### src/sv/prcm_pkg.sv
// Package for the peak/RMS/crest level meter.
// Holds fixed-point constants shared by the core and its checker.
package prcm_pkg;
  localparam int MAX_SAMPLES_DEF = 4096;
  localparam int SUM_W           = 42;
  localparam int CREST_MAX       = 16384;
  localparam int DB_FLOOR        = -46080;
  localparam int DB_K            = 394566;  // 20*log10(2) in Q16
  localparam int LEVEL_MAX       = 32768;
endpackage

### src/sv/peak_rms_crest_meter_core.sv
// Peak/RMS/crest-factor audio meter core.
// Depends on prcm_pkg for fixed-point constants.
//
// Usage: signed Q1.15 samples enter on the in_ channel, one per transfer, with
// in_frame_end marking the last sample of a frame. Non-final samples are taken
// one per cycle while idle. The final sample starts a per-frame computation on
// one shared subtractor and one shared multiplier under a small sequencer:
//   mean square (42-step restoring divide), square root (21 steps),
//   crest ratio (42-step divide), log2 (16 squaring steps), dB scale (1 step).
// A frame end therefore holds in_stall high until the result is registered on
// the out_ channel (an RMS of zero skips the crest, log2 and dB steps, a crest
// ratio below one skips log2 and dB). If the receiver stalls, the result holds
// in the output register while the core keeps taking samples; only when the
// next frame's result is ready does in_stall stay high until the earlier
// transfer completes. Accumulation for the next frame begins as soon as the
// sequencer returns to idle. Frames longer than MAX_SAMPLES raise overflow; the
// extra samples still count toward the peak but not toward the mean. Reset
// clears the accumulators, the sequencer and out_valid.
module peak_rms_crest_meter_core #(
  parameter int MAX_SAMPLES = prcm_pkg::MAX_SAMPLES_DEF
) (
  input  logic               clk,
  input  logic               rst_n,
  input  logic               in_valid,
  output logic               in_stall,
  input  logic signed [15:0] in_sample,
  input  logic               in_frame_end,
  output logic               out_valid,
  input  logic               out_stall,
  output logic [15:0]        out_rms_level,
  output logic [15:0]        out_peak_level,
  output logic [14:0]        out_crest_ratio,
  output logic signed [16:0] out_crest_decibels,
  output logic [15:0]        out_transient_density,
  output logic               out_overflow
);
  import prcm_pkg::*;

  localparam int CW = $clog2(MAX_SAMPLES + 1);

  localparam logic [2:0] S_IDLE = 3'd0;
  localparam logic [2:0] S_DIV  = 3'd1;
  localparam logic [2:0] S_SQRT = 3'd2;
  localparam logic [2:0] S_CDIV = 3'd3;
  localparam logic [2:0] S_LOG  = 3'd4;
  localparam logic [2:0] S_DB   = 3'd5;
  localparam logic [2:0] S_DONE = 3'd6;

  logic [2:0]       state_r, state_nxt;
  logic [15:0]      peak_r, peak_nxt;
  logic [SUM_W-1:0] sum_r, sum_nxt;
  logic [CW-1:0]    count_r, count_nxt;
  logic             ovf_r, ovf_nxt;

  // Work registers of the frame-end computation.
  logic [15:0]      wpeak_r, wpeak_nxt;
  logic             wovf_r, wovf_nxt;
  logic [SUM_W-1:0] q_r, q_nxt;
  logic [23:0]      rem_r, rem_nxt;
  logic [23:0]      dvs_r, dvs_nxt;
  logic [20:0]      root_r, root_nxt;
  logic [15:0]      rms_r, rms_nxt;
  logic [14:0]      crest_r, crest_nxt;
  logic [30:0]      x_r, x_nxt;
  logic [15:0]      frac_r, frac_nxt;
  logic [3:0]       e_r, e_nxt;
  logic signed [16:0] db_r, db_nxt;
  logic [5:0]       iter_r, iter_nxt;

  logic             out_valid_r;
  logic [15:0]      o_rms_r, o_peak_r, o_dens_r;
  logic [14:0]      o_crest_r;
  logic signed [16:0] o_db_r;
  logic             o_ovf_r;

  logic             accept;
  logic [15:0]      mag;
  logic [31:0]      sq;
  logic [SUM_W:0]   sum_add;

  // Shared subtractor.
  logic [23:0]      sub_a, sub_b;
  logic [24:0]      sub_d;
  logic             sub_ge;
  // Shared multiplier.
  logic [30:0]      mul_a, mul_b;
  logic [61:0]      mul_p;

  logic [31:0]      sq_x;
  logic [18:0]      log_l;
  logic [37:0]      db_round;
  logic [3:0]       e_find;
  logic             out_load;

  assign accept  = in_valid && !in_stall;
  assign in_stall = (state_r != S_IDLE);
  assign mag     = in_sample[15] ? 16'(-in_sample) : 16'(in_sample);
  assign sq      = 32'(mag) * 32'(mag);
  assign sum_add = {1'b0, sum_r} + (SUM_W + 1)'(sq);

  assign sub_d   = {1'b0, sub_a} - {1'b0, sub_b};
  assign sub_ge  = !sub_d[24];
  assign mul_p   = 62'(mul_a) * 62'(mul_b);

  assign sq_x     = mul_p[61:30];
  assign log_l    = {3'(e_r - 4'd8), frac_r};
  assign db_round = mul_p[37:0] + 38'(1 << 23);
  assign out_load = (state_r == S_DONE) && (!out_valid_r || !out_stall);

  always_comb begin
    e_find = 4'd8;
    for (int i = 8; i < 15; i++) begin
      if (crest_r[i]) e_find = 4'(i);
    end
  end

  always_comb begin
    sub_a = '0;
    sub_b = '0;
    mul_a = x_r;
    mul_b = x_r;
    case (state_r)
      S_DIV, S_CDIV: begin
        sub_a = {rem_r[22:0], q_r[SUM_W-1]};
        sub_b = dvs_r;
      end
      S_SQRT: begin
        sub_a = {rem_r[21:0], q_r[SUM_W-1:SUM_W-2]};
        sub_b = {1'b0, root_r, 2'b01};
      end
      S_DB: begin
        mul_a = 31'(log_l);
        mul_b = 31'(DB_K);
      end
      default: begin
      end
    endcase
  end

  always_comb begin
    state_nxt = state_r;
    peak_nxt  = peak_r;
    sum_nxt   = sum_r;
    count_nxt = count_r;
    ovf_nxt   = ovf_r;
    wpeak_nxt = wpeak_r;
    wovf_nxt  = wovf_r;
    q_nxt     = q_r;
    rem_nxt   = rem_r;
    dvs_nxt   = dvs_r;
    root_nxt  = root_r;
    rms_nxt   = rms_r;
    crest_nxt = crest_r;
    x_nxt     = x_r;
    frac_nxt  = frac_r;
    e_nxt     = e_r;
    db_nxt    = db_r;
    iter_nxt  = iter_r;
    case (state_r)
      S_IDLE: begin
        if (accept) begin
          if (mag > peak_r) peak_nxt = mag;
          if (count_r >= CW'(MAX_SAMPLES)) begin
            ovf_nxt = 1'b1;
          end else begin
            sum_nxt   = sum_add[SUM_W] ? '1 : sum_add[SUM_W-1:0];
            count_nxt = count_r + CW'(1);
          end
          if (in_frame_end) begin
            wpeak_nxt = peak_nxt;
            wovf_nxt  = ovf_nxt;
            q_nxt     = sum_nxt;
            dvs_nxt   = 24'(count_nxt);
            rem_nxt   = '0;
            iter_nxt  = '0;
            peak_nxt  = '0;
            sum_nxt   = '0;
            count_nxt = '0;
            ovf_nxt   = 1'b0;
            state_nxt = S_DIV;
          end
        end
      end
      S_DIV, S_CDIV: begin
        rem_nxt  = sub_ge ? sub_d[23:0] : sub_a;
        q_nxt    = {q_r[SUM_W-2:0], sub_ge};
        iter_nxt = iter_r + 6'd1;
        if (iter_r == 6'(SUM_W - 1)) begin
          iter_nxt = '0;
          rem_nxt  = '0;
          if (state_r == S_DIV) begin
            root_nxt  = '0;
            state_nxt = S_SQRT;
          end else begin
            state_nxt = S_LOG;
          end
        end
      end
      S_SQRT: begin
        rem_nxt  = sub_ge ? sub_d[23:0] : sub_a;
        q_nxt    = {q_r[SUM_W-3:0], 2'b00};
        root_nxt = {root_r[19:0], sub_ge};
        iter_nxt = iter_r + 6'd1;
        if (iter_r == 6'(SUM_W / 2 - 1)) begin
          iter_nxt = '0;
          state_nxt = S_DONE;  // updated below when rms is nonzero
        end
      end
      S_LOG: begin
        if (iter_r == '0 && x_r == '0 && frac_r == '0 && e_r == '0) begin
          // First cycle: normalize the crest ratio to a Q1.30 mantissa.
          e_nxt = e_find;
          x_nxt = 31'(crest_r) << (5'd30 - 5'(e_find));
          e_nxt = e_find;
          iter_nxt = 6'd1;
        end else begin
          frac_nxt = {frac_r[14:0], sq_x[31]};
          x_nxt    = sq_x[31] ? sq_x[31:1] : sq_x[30:0];
          iter_nxt = iter_r + 6'd1;
          if (iter_r == 6'd16) state_nxt = S_DB;
        end
      end
      S_DB: begin
        db_nxt    = 17'(db_round >> 24);
        state_nxt = S_DONE;
      end
      S_DONE: begin
        if (out_load) state_nxt = S_IDLE;
      end
      default: state_nxt = S_IDLE;
    endcase

    // Square root finished: branch on the RMS value.
    if (state_r == S_SQRT && iter_r == 6'(SUM_W / 2 - 1)) begin
      rms_nxt = ({root_r[19:0], sub_ge} > 21'(LEVEL_MAX)) ? 16'(LEVEL_MAX) :
                {root_r[14:0], sub_ge};
      if ({root_r[19:0], sub_ge} == '0) begin
        crest_nxt = '0;
        db_nxt    = 17'(DB_FLOOR);
        state_nxt = S_DONE;
      end else begin
        q_nxt     = SUM_W'({wpeak_r, 8'h00});
        dvs_nxt   = 24'(rms_nxt);
        rem_nxt   = '0;
        state_nxt = S_CDIV;
      end
    end
    // Crest ratio finished: below one gives zero dB without the logarithm.
    if (state_r == S_CDIV && iter_r == 6'(SUM_W - 1)) begin
      crest_nxt = ({q_r[SUM_W-2:0], sub_ge} > SUM_W'(CREST_MAX)) ?
                  15'(CREST_MAX) : {q_r[13:0], sub_ge};
      x_nxt    = '0;
      frac_nxt = '0;
      e_nxt    = '0;
      if (crest_nxt < 15'd256) begin
        db_nxt    = '0;
        state_nxt = S_DONE;
      end
    end
  end

  always_ff @(posedge clk) begin
    if (!rst_n) begin
      state_r     <= S_IDLE;
      peak_r      <= '0;
      sum_r       <= '0;
      count_r     <= '0;
      ovf_r       <= 1'b0;
      out_valid_r <= 1'b0;
      iter_r      <= '0;
      x_r         <= '0;
      frac_r      <= '0;
      e_r         <= '0;
    end else begin
      state_r <= state_nxt;
      peak_r  <= peak_nxt;
      sum_r   <= sum_nxt;
      count_r <= count_nxt;
      ovf_r   <= ovf_nxt;
      iter_r  <= iter_nxt;
      x_r     <= x_nxt;
      frac_r  <= frac_nxt;
      e_r     <= e_nxt;
      if (out_load) out_valid_r <= 1'b1;
      else if (!out_stall) out_valid_r <= 1'b0;
    end
  end

  always_ff @(posedge clk) begin
    wpeak_r <= wpeak_nxt;
    wovf_r  <= wovf_nxt;
    q_r     <= q_nxt;
    rem_r   <= rem_nxt;
    dvs_r   <= dvs_nxt;
    root_r  <= root_nxt;
    rms_r   <= rms_nxt;
    crest_r <= crest_nxt;
    db_r    <= db_nxt;
    if (out_load) begin
      o_rms_r   <= rms_r;
      o_peak_r  <= wpeak_r;
      o_crest_r <= crest_r;
      o_db_r    <= db_r;
      o_dens_r  <= (wpeak_r > rms_r) ? (wpeak_r - rms_r) : '0;
      o_ovf_r   <= wovf_r;
    end
  end

  assign out_valid             = out_valid_r;
  assign out_rms_level         = o_rms_r;
  assign out_peak_level        = o_peak_r;
  assign out_crest_ratio       = o_crest_r;
  assign out_crest_decibels    = o_db_r;
  assign out_transient_density = o_dens_r;
  assign out_overflow          = o_ovf_r;
endmodule

### config.mk
export PLATFORM = sky130hd
export DESIGN_NAME = peak_rms_crest_meter_core
export DESIGN_NICKNAME = d
export VERILOG_FILES = /design/src/sv/prcm_pkg.sv /design/src/sv/peak_rms_crest_meter_core.sv
export SDC_FILE = /design/constraint.sdc
export NUM_CORES = 2
export LEC_CHECK = 0
export CORE_MARGIN = 1
export CORE_UTILIZATION = 62
export CTS_CLUSTER_SIZE = 14
export DETAILED_ROUTE_END_ITERATION = 6
export DONT_BUFFER_PORTS = 1
export PLACE_DENSITY_LB_ADDON = 0.12
export SLEW_MARGIN = 20
export SYNTH_ARGS = -nofsm -noshare
export SYNTH_HDL_FRONTEND = slang
export SYNTH_SLANG_ARGS = --single-unit
### constraint.sdc
create_clock -name clk -period 15.9 [get_ports clk]
set_input_delay 4.77 -clock clk [delete_from_list [all_inputs] [get_ports clk]]
set_output_delay 4.77 -clock clk [all_outputs]
set_load 0.005 [all_outputs]
# Yosys cells after proc, flatten, opt, wreduce, memory -nomap -nowiden
# Index checks and enable logic that the tools add are counted.
# op_classes
addsub,9
multipliers,2
div,0
n_lt_le_gt_ge,6
n_eq_ne,14
shift,1
muxes,73
bitwise,2
n_reduce_logical,32
# ops
operator,count
2-to-1 mux 42 bit,7
2-to-1 mux 24 bit,11
one-hot mux 42 bit (3 select lines),1
2-to-1 mux 31 bit,4
one-hot mux 24 bit (2 select lines),2
2-to-1 mux 17 bit,5
one-hot mux 24 bit (3 select lines),1
2-to-1 mux 16 bit,4
multiplier 31 x 31 -> 62 bit,1
2-to-1 mux 15 bit,4
adder 42 x 32 -> 43 bit,1
> comparator 42 x 15 -> 1 bit (second input constant),1
2-to-1 mux 21 bit,2
one-hot mux 21 bit (2 select lines),1
adder 38 x 24 -> 38 bit (second input constant),1
2-to-1 mux 3 bit,12
> comparator 16 bit,2
multiplier 16 x 16 -> 32 bit,1
zero test 31 bit,1
left shift 15 x 5 -> 31 bit,1
2-to-1 mux 6 bit,5
2-to-1 mux 13 bit,2
subtractor 24 x 24 -> 25 bit,1
one-hot mux 6 bit (4 select lines),1
35 further kinds,67
# word_totals
reg_bits,390
latch_bits,0
mem_bits_rw,0
rom_bits,0
input_bits,21
out_inout_bits,83
n_memories,0

# Logic depth before layout (Yosys ltp)
# logic_depth
ltp_word,11
mapped_depth,38
depth_no_buf,34

# Least setup slack after synthesis
# Ideal clock, no wire load.
# synth_timing
path_type,input-to-reg
start,input port in_sample[10]
end,register q_r[17]
setup_ps,132
t_arrival_ps,12718
t_required_ps,15768
setup_slack_ps,3050
stages,33
path_cell_list,or3_1 -> or4_1 -> or2_2 -> o31ai_1 -> xor2_1 -> inv_1 -> clkbuf_1 -> nand2_1 -> inv_1 -> fa_1 -> inv_1 -> fa_1 -> inv_1 -> fa_1 -> fa_1 -> fa_1 -> inv_1 -> fa_1 -> inv_1 -> ha_1 -> clkbuf_1 -> a21oi_1 -> o21ai_0 -> a221oi_1 -> o21a_1 -> o211a_1 -> o21a_1 -> o31ai_1 -> or4_1 -> a222oi_1 -> nor2_1 -> a21oi_1 -> a21oi_1
# synth_via
elab_chain_len,11
# synth_rtl
element,line,source
"start, declared",peak_rms_crest_meter_core.sv:26,"input logic signed [15:0] in_sample,"
negator 16 bit,peak_rms_crest_meter_core.sv:97,assign mag = in_sample[15] ? 16'(-in_sample) : 16'(in_sample);
2-to-1 mux 16 bit *,peak_rms_crest_meter_core.sv:97,
multiplier 16 x 16 -> 32 bit *,peak_rms_crest_meter_core.sv:98,assign sq = 32'(mag) * 32'(mag);
adder 42 x 32 -> 43 bit *,peak_rms_crest_meter_core.sv:99,"assign sum_add = {1'b0, sum_r} + (SUM_W + 1)'(sq);"
2-to-1 mux 42 bit *,peak_rms_crest_meter_core.sv:166,sum_nxt = sum_add[SUM_W] ? '1 : sum_add[SUM_W-1:0];
2-to-1 mux 42 bit *,peak_rms_crest_meter_core.sv:163,if (count_r >= CW'(MAX_SAMPLES)) begin
2-to-1 mux 42 bit *,peak_rms_crest_meter_core.sv:169,if (in_frame_end) begin
2-to-1 mux 42 bit *,peak_rms_crest_meter_core.sv:161,if (accept) begin
one-hot mux 42 bit (3 select lines) *,peak_rms_crest_meter_core.sv:159,case (state_r)
2-to-1 mux 42 bit,peak_rms_crest_meter_core.sv:237,"if ({root_r[19:0], sub_ge} == '0) begin"
2-to-1 mux 42 bit *,peak_rms_crest_meter_core.sv:234,if (state_r == S_SQRT && iter_r == 6'(SUM_W / 2 - 1)) begin
via q_nxt[17],peak_rms_crest_meter_core.sv:58,"logic [SUM_W-1:0] q_r, q_nxt;"
"end signal, assigned",peak_rms_crest_meter_core.sv:292,q_r <= q_nxt;
"end, declared",peak_rms_crest_meter_core.sv:58,
# The timed path passes the listed nets; every way through them passes the cells marked *.
# A chain may end at the register's enable or synchronous reset.

# Worst setup path in the final report
# layout_timing
start,input port in_sample[0]
end,register q_r[4]
# The elaborated chain is that of the path after synthesis.

==> impl_metrics.yaml <==
run_status:
  outcome: "finished clean"
yosys:
  synthFlopType: "dfxtp_1"
  synth_seq_cells: 389
  yosysMostFrequentCell: "inv_1"
  synth_commonest_cells: "1349 x inv_1, 1011 x fa_1, 734 x nand2_1, 416 x ha_1, 337 x nor2_1"
  synth_edf_count: 150
  syn-instance-count: 6458
  ys_warn_count: 0
  yosysSeqAreaShare: 0.161
  synth_top_area_cell: "fa_1"
  syn-cell-area_mm2: 0.0577
  ys_async_sr_fraction: 0
  netlist-cell-type-count: 98
  yosys.area.top_type_share: 0.351
  avgSynthCellArea_um2: 8.94
  yosys-top-cells-area: "fa_1 35%, ha_1 9.0%, inv_1 8.8%"
worst_setup_path:
  worst_setup_path_start_kind: "input port"
  r2r_end: "x_r[28]$_SDFFE_PP0P_"
  slowest_stage: "xor2_1"
  crit_arrival_ns: 14.09
  required_ns: 16.36
  crit_path_end_kind: "register"
  crit_type: "input port to register"
  worst_path_most_repeated_cell: "fa_1"
  max_stage_delay_ns: 0.75
  r2r-start: "state_r[1]$_SDFF_PN0_"
  cp_max_fo: 14
  worstRegToRegCells: 28
  worst-r2r-setup-slack_ns: 3.91
pwr:
  p_per_area_mw_per_mm2: 137
  ir_drop_v: 0.000577
  pwr-share-clk: 0.123
  switching_share: 0.504
  comb_power_share: 0.727
  p_int_w: 0.00408
  p_seq_frac: 0.151
  p_switching_w: 0.00415
  power.leakage_nw: 30.1
clocking:
  cts_sinks: 389
  root_buffer: "clkbuf_16"
  cts_made_buffers: 41
  path_clk_slew_ns: 0.07
  cts_setup_buffers: 0
  cts_buffer_depth: 3
  cts_resized: 0
  cts_tree: "built"
  clock_latency_ns: 0.60
  htree_levels: 2
  ctsHoldBuffers: 0
global_routing:
  grtUsageMet2: 0.592
  grt_pass1_vias: 47000
  antenna_found_initial: 5
  use_met1: 0.491
  grt_max_degree: 83
  grt_first_pass_wirelength_um: 269000
  use_met3: 0.0684
  grtUsageTotal: 0.373
  grt-busiest-layer: "met2"
  overflow: 0
min_path:
  hold_start: "db_r[1]$_DFF_P_"
  min_to: "out_crest_decibels[1]$_DFFE_PP_"
  hold_path_class: "register to register"
  holdPathStages: 0
route:
  drc: 0
  first_pass_iters: 6
  avgRoutedWirePerCell_um: 22.6
  totalWireLength_um: 170000
  vias_per_cell: 6.01
  via_count: 45200
  drtAntennaViolNets: 0
  first_iter_violations: 4432
floorplanning:
  num_rows: 111
  dieArea_mm2: 0.0943
  die_x_um: 307
  coreArea_mm2: 0.0919
  start_util: 0.628
  die_h_um: 307
  io_pins: 104
job:
  cap_violations: 0
sta:
  finalCriticalPeriod_ns: 13.63
  slew_violations: 0
  relSlewSlack: 0.217
  fin_crit_sh: 0.857
  max_freq_mhz: 73.4
  clock_skew_ns: 0.0266
  worst_slack_ns: 2.27
  tightest_slew_ns: 1.17
  finalHoldViolCount: 0
  finalSetupViolCount: 0
  rsz0062_at_grt: "false"
  finalSetupTns_ns: 0
placed_design:
  dp_hpwl_um: 129000
  portBuffers: 0
  place_ws_ns: 1.93
  routabilityCongestion: 0.988
final_layout:
  diodes: 0
  layout.nets: 7702
  area_delta_synth_final_pct: 4.16
  layout-drive-gt1-share: 0.0366
-- area by class of cell --
cell class / instances / area [µm²]
Clock inverter: 18 / 210
Inverter: 1352 / 5070
Timing Repair Buffer: 92 / 691
Clock buffer: 57 / 1150
Tap cell: 1243 / 1560
Multi-Input combinational cell: 4378 / 42100
Sequential cell: 389 / 9290
Fill cell: 7843 / 31800
-- routing by layer --
metal  share of wire  vias to the layer above
li1                -                    20100
met1            0.39                    22400
met2            0.45                     2310
met3           0.097                      474
met4           0.062                        4
met5         0.00020                        -
-- critical path: cells and delay by family --
kind / cells / cell delay, ns
compound gates: 11 / 2.62
xor+xnor: 1 / 0.75
fa+ha+maj: 8 / 3.53
buf+inv: 8 / 1.24
simple gates: 5 / 1.17
-- power groups by stage --
stage               Clock (W)  Sequential [W]  Combinational (W)
floorplan                   0         0.00121            0.00449
global placement            0         0.00126            0.00580
detailed placement          0         0.00126            0.00585
CTS                   0.00102         0.00123            0.00590
global route          0.00105         0.00125            0.00667
finish                0.00101         0.00124            0.00598
-- logic make-up (layout without fill, tap and decap cells) --
| family | count (synthesis) | count (layout) | share of synthesized area |
|---|---|---|---|
| XOR/XNOR | 135 | 135 | 0.0207 |
| flip-flops | 389 | 389 | 0.161 |
| other | 2 | 12 | 0.000130 |
| buffers and inverters | 1701 | 1519 | 0.111 |
| AO/OA/AOI/OAI | 952 | 952 | 0.108 |
| multiplexers | 69 | 69 | 0.0122 |
| adder cells (fa/ha/maj) | 1427 | 1427 | 0.441 |
| AND/OR/NAND/NOR | 1783 | 1783 | 0.146 |
-- worst max-delay path by stage --
stage	end	depth (start not counted)	startpoint	slack, ns
global placement	q_r[4]$_DFF_P_	33	in_sample[0]	2.32
finish	q_r[4]$_DFF_P_	33	in_sample[0]	2.27
detailed placement	q_r[4]$_DFF_P_	33	in_sample[0]	1.93
floorplan	q_r[17]$_DFF_P_	33	in_sample[10]	3.05
global route	q_r[10]$_DFF_P_	32	in_sample[0]	1.84
CTS	q_r[4]$_DFF_P_	33	in_sample[0]	2.50
-- flip-flops by register name (all words and copies together) (netlist names), 13 cells and up --
signal / flops
q_r: 42
sum_r: 42
x_r: 31
dvs_r: 24
rem_r: 23
root_r: 21
db_r: 17
out_crest_decibels: 17
frac_r: 16
out_peak_level: 16
out_rms_level: 16
out_transient_density: 16
peak_r: 16
rms_r: 16
wpeak_r: 16
crest_r: 15
out_crest_ratio: 15
count_r: 13
-- per-stage QoR --
| step | power [W] | hold slack, ns | cells | area [µm²] | utilization |
|---|---|---|---|---|---|
| after detailed placement | 0.00711 | 0.417 | 7454 | 58800 | 0.639 |
| after floorplan | 0.00570 | 0.400 | 6468 | 57700 | - |
| after global routing | 0.00896 | 0.433 | 7529 | 60100 | 0.654 |
| after CTS | 0.00815 | 0.425 | 7529 | 60100 | 0.654 |
| final | 0.00823 | 0.423 | 7529 | 60100 | 0.654 |
| after global placement | 0.00706 | 0.415 | 7454 | 58800 | 0.639 |
-- cells in the final DEF (no fill, tap or decap), types with 150 or more instances in the layout --
cell type  count
nand2_1      733
dfxtp_1      235
o21ai_0      202
ha_1         416
nor2_1       336
fa_1        1011
a21oi_1      255
edfxtp_1     150
inv_1       1349
and3_1       288
Power figures use the tool's default switching activity.
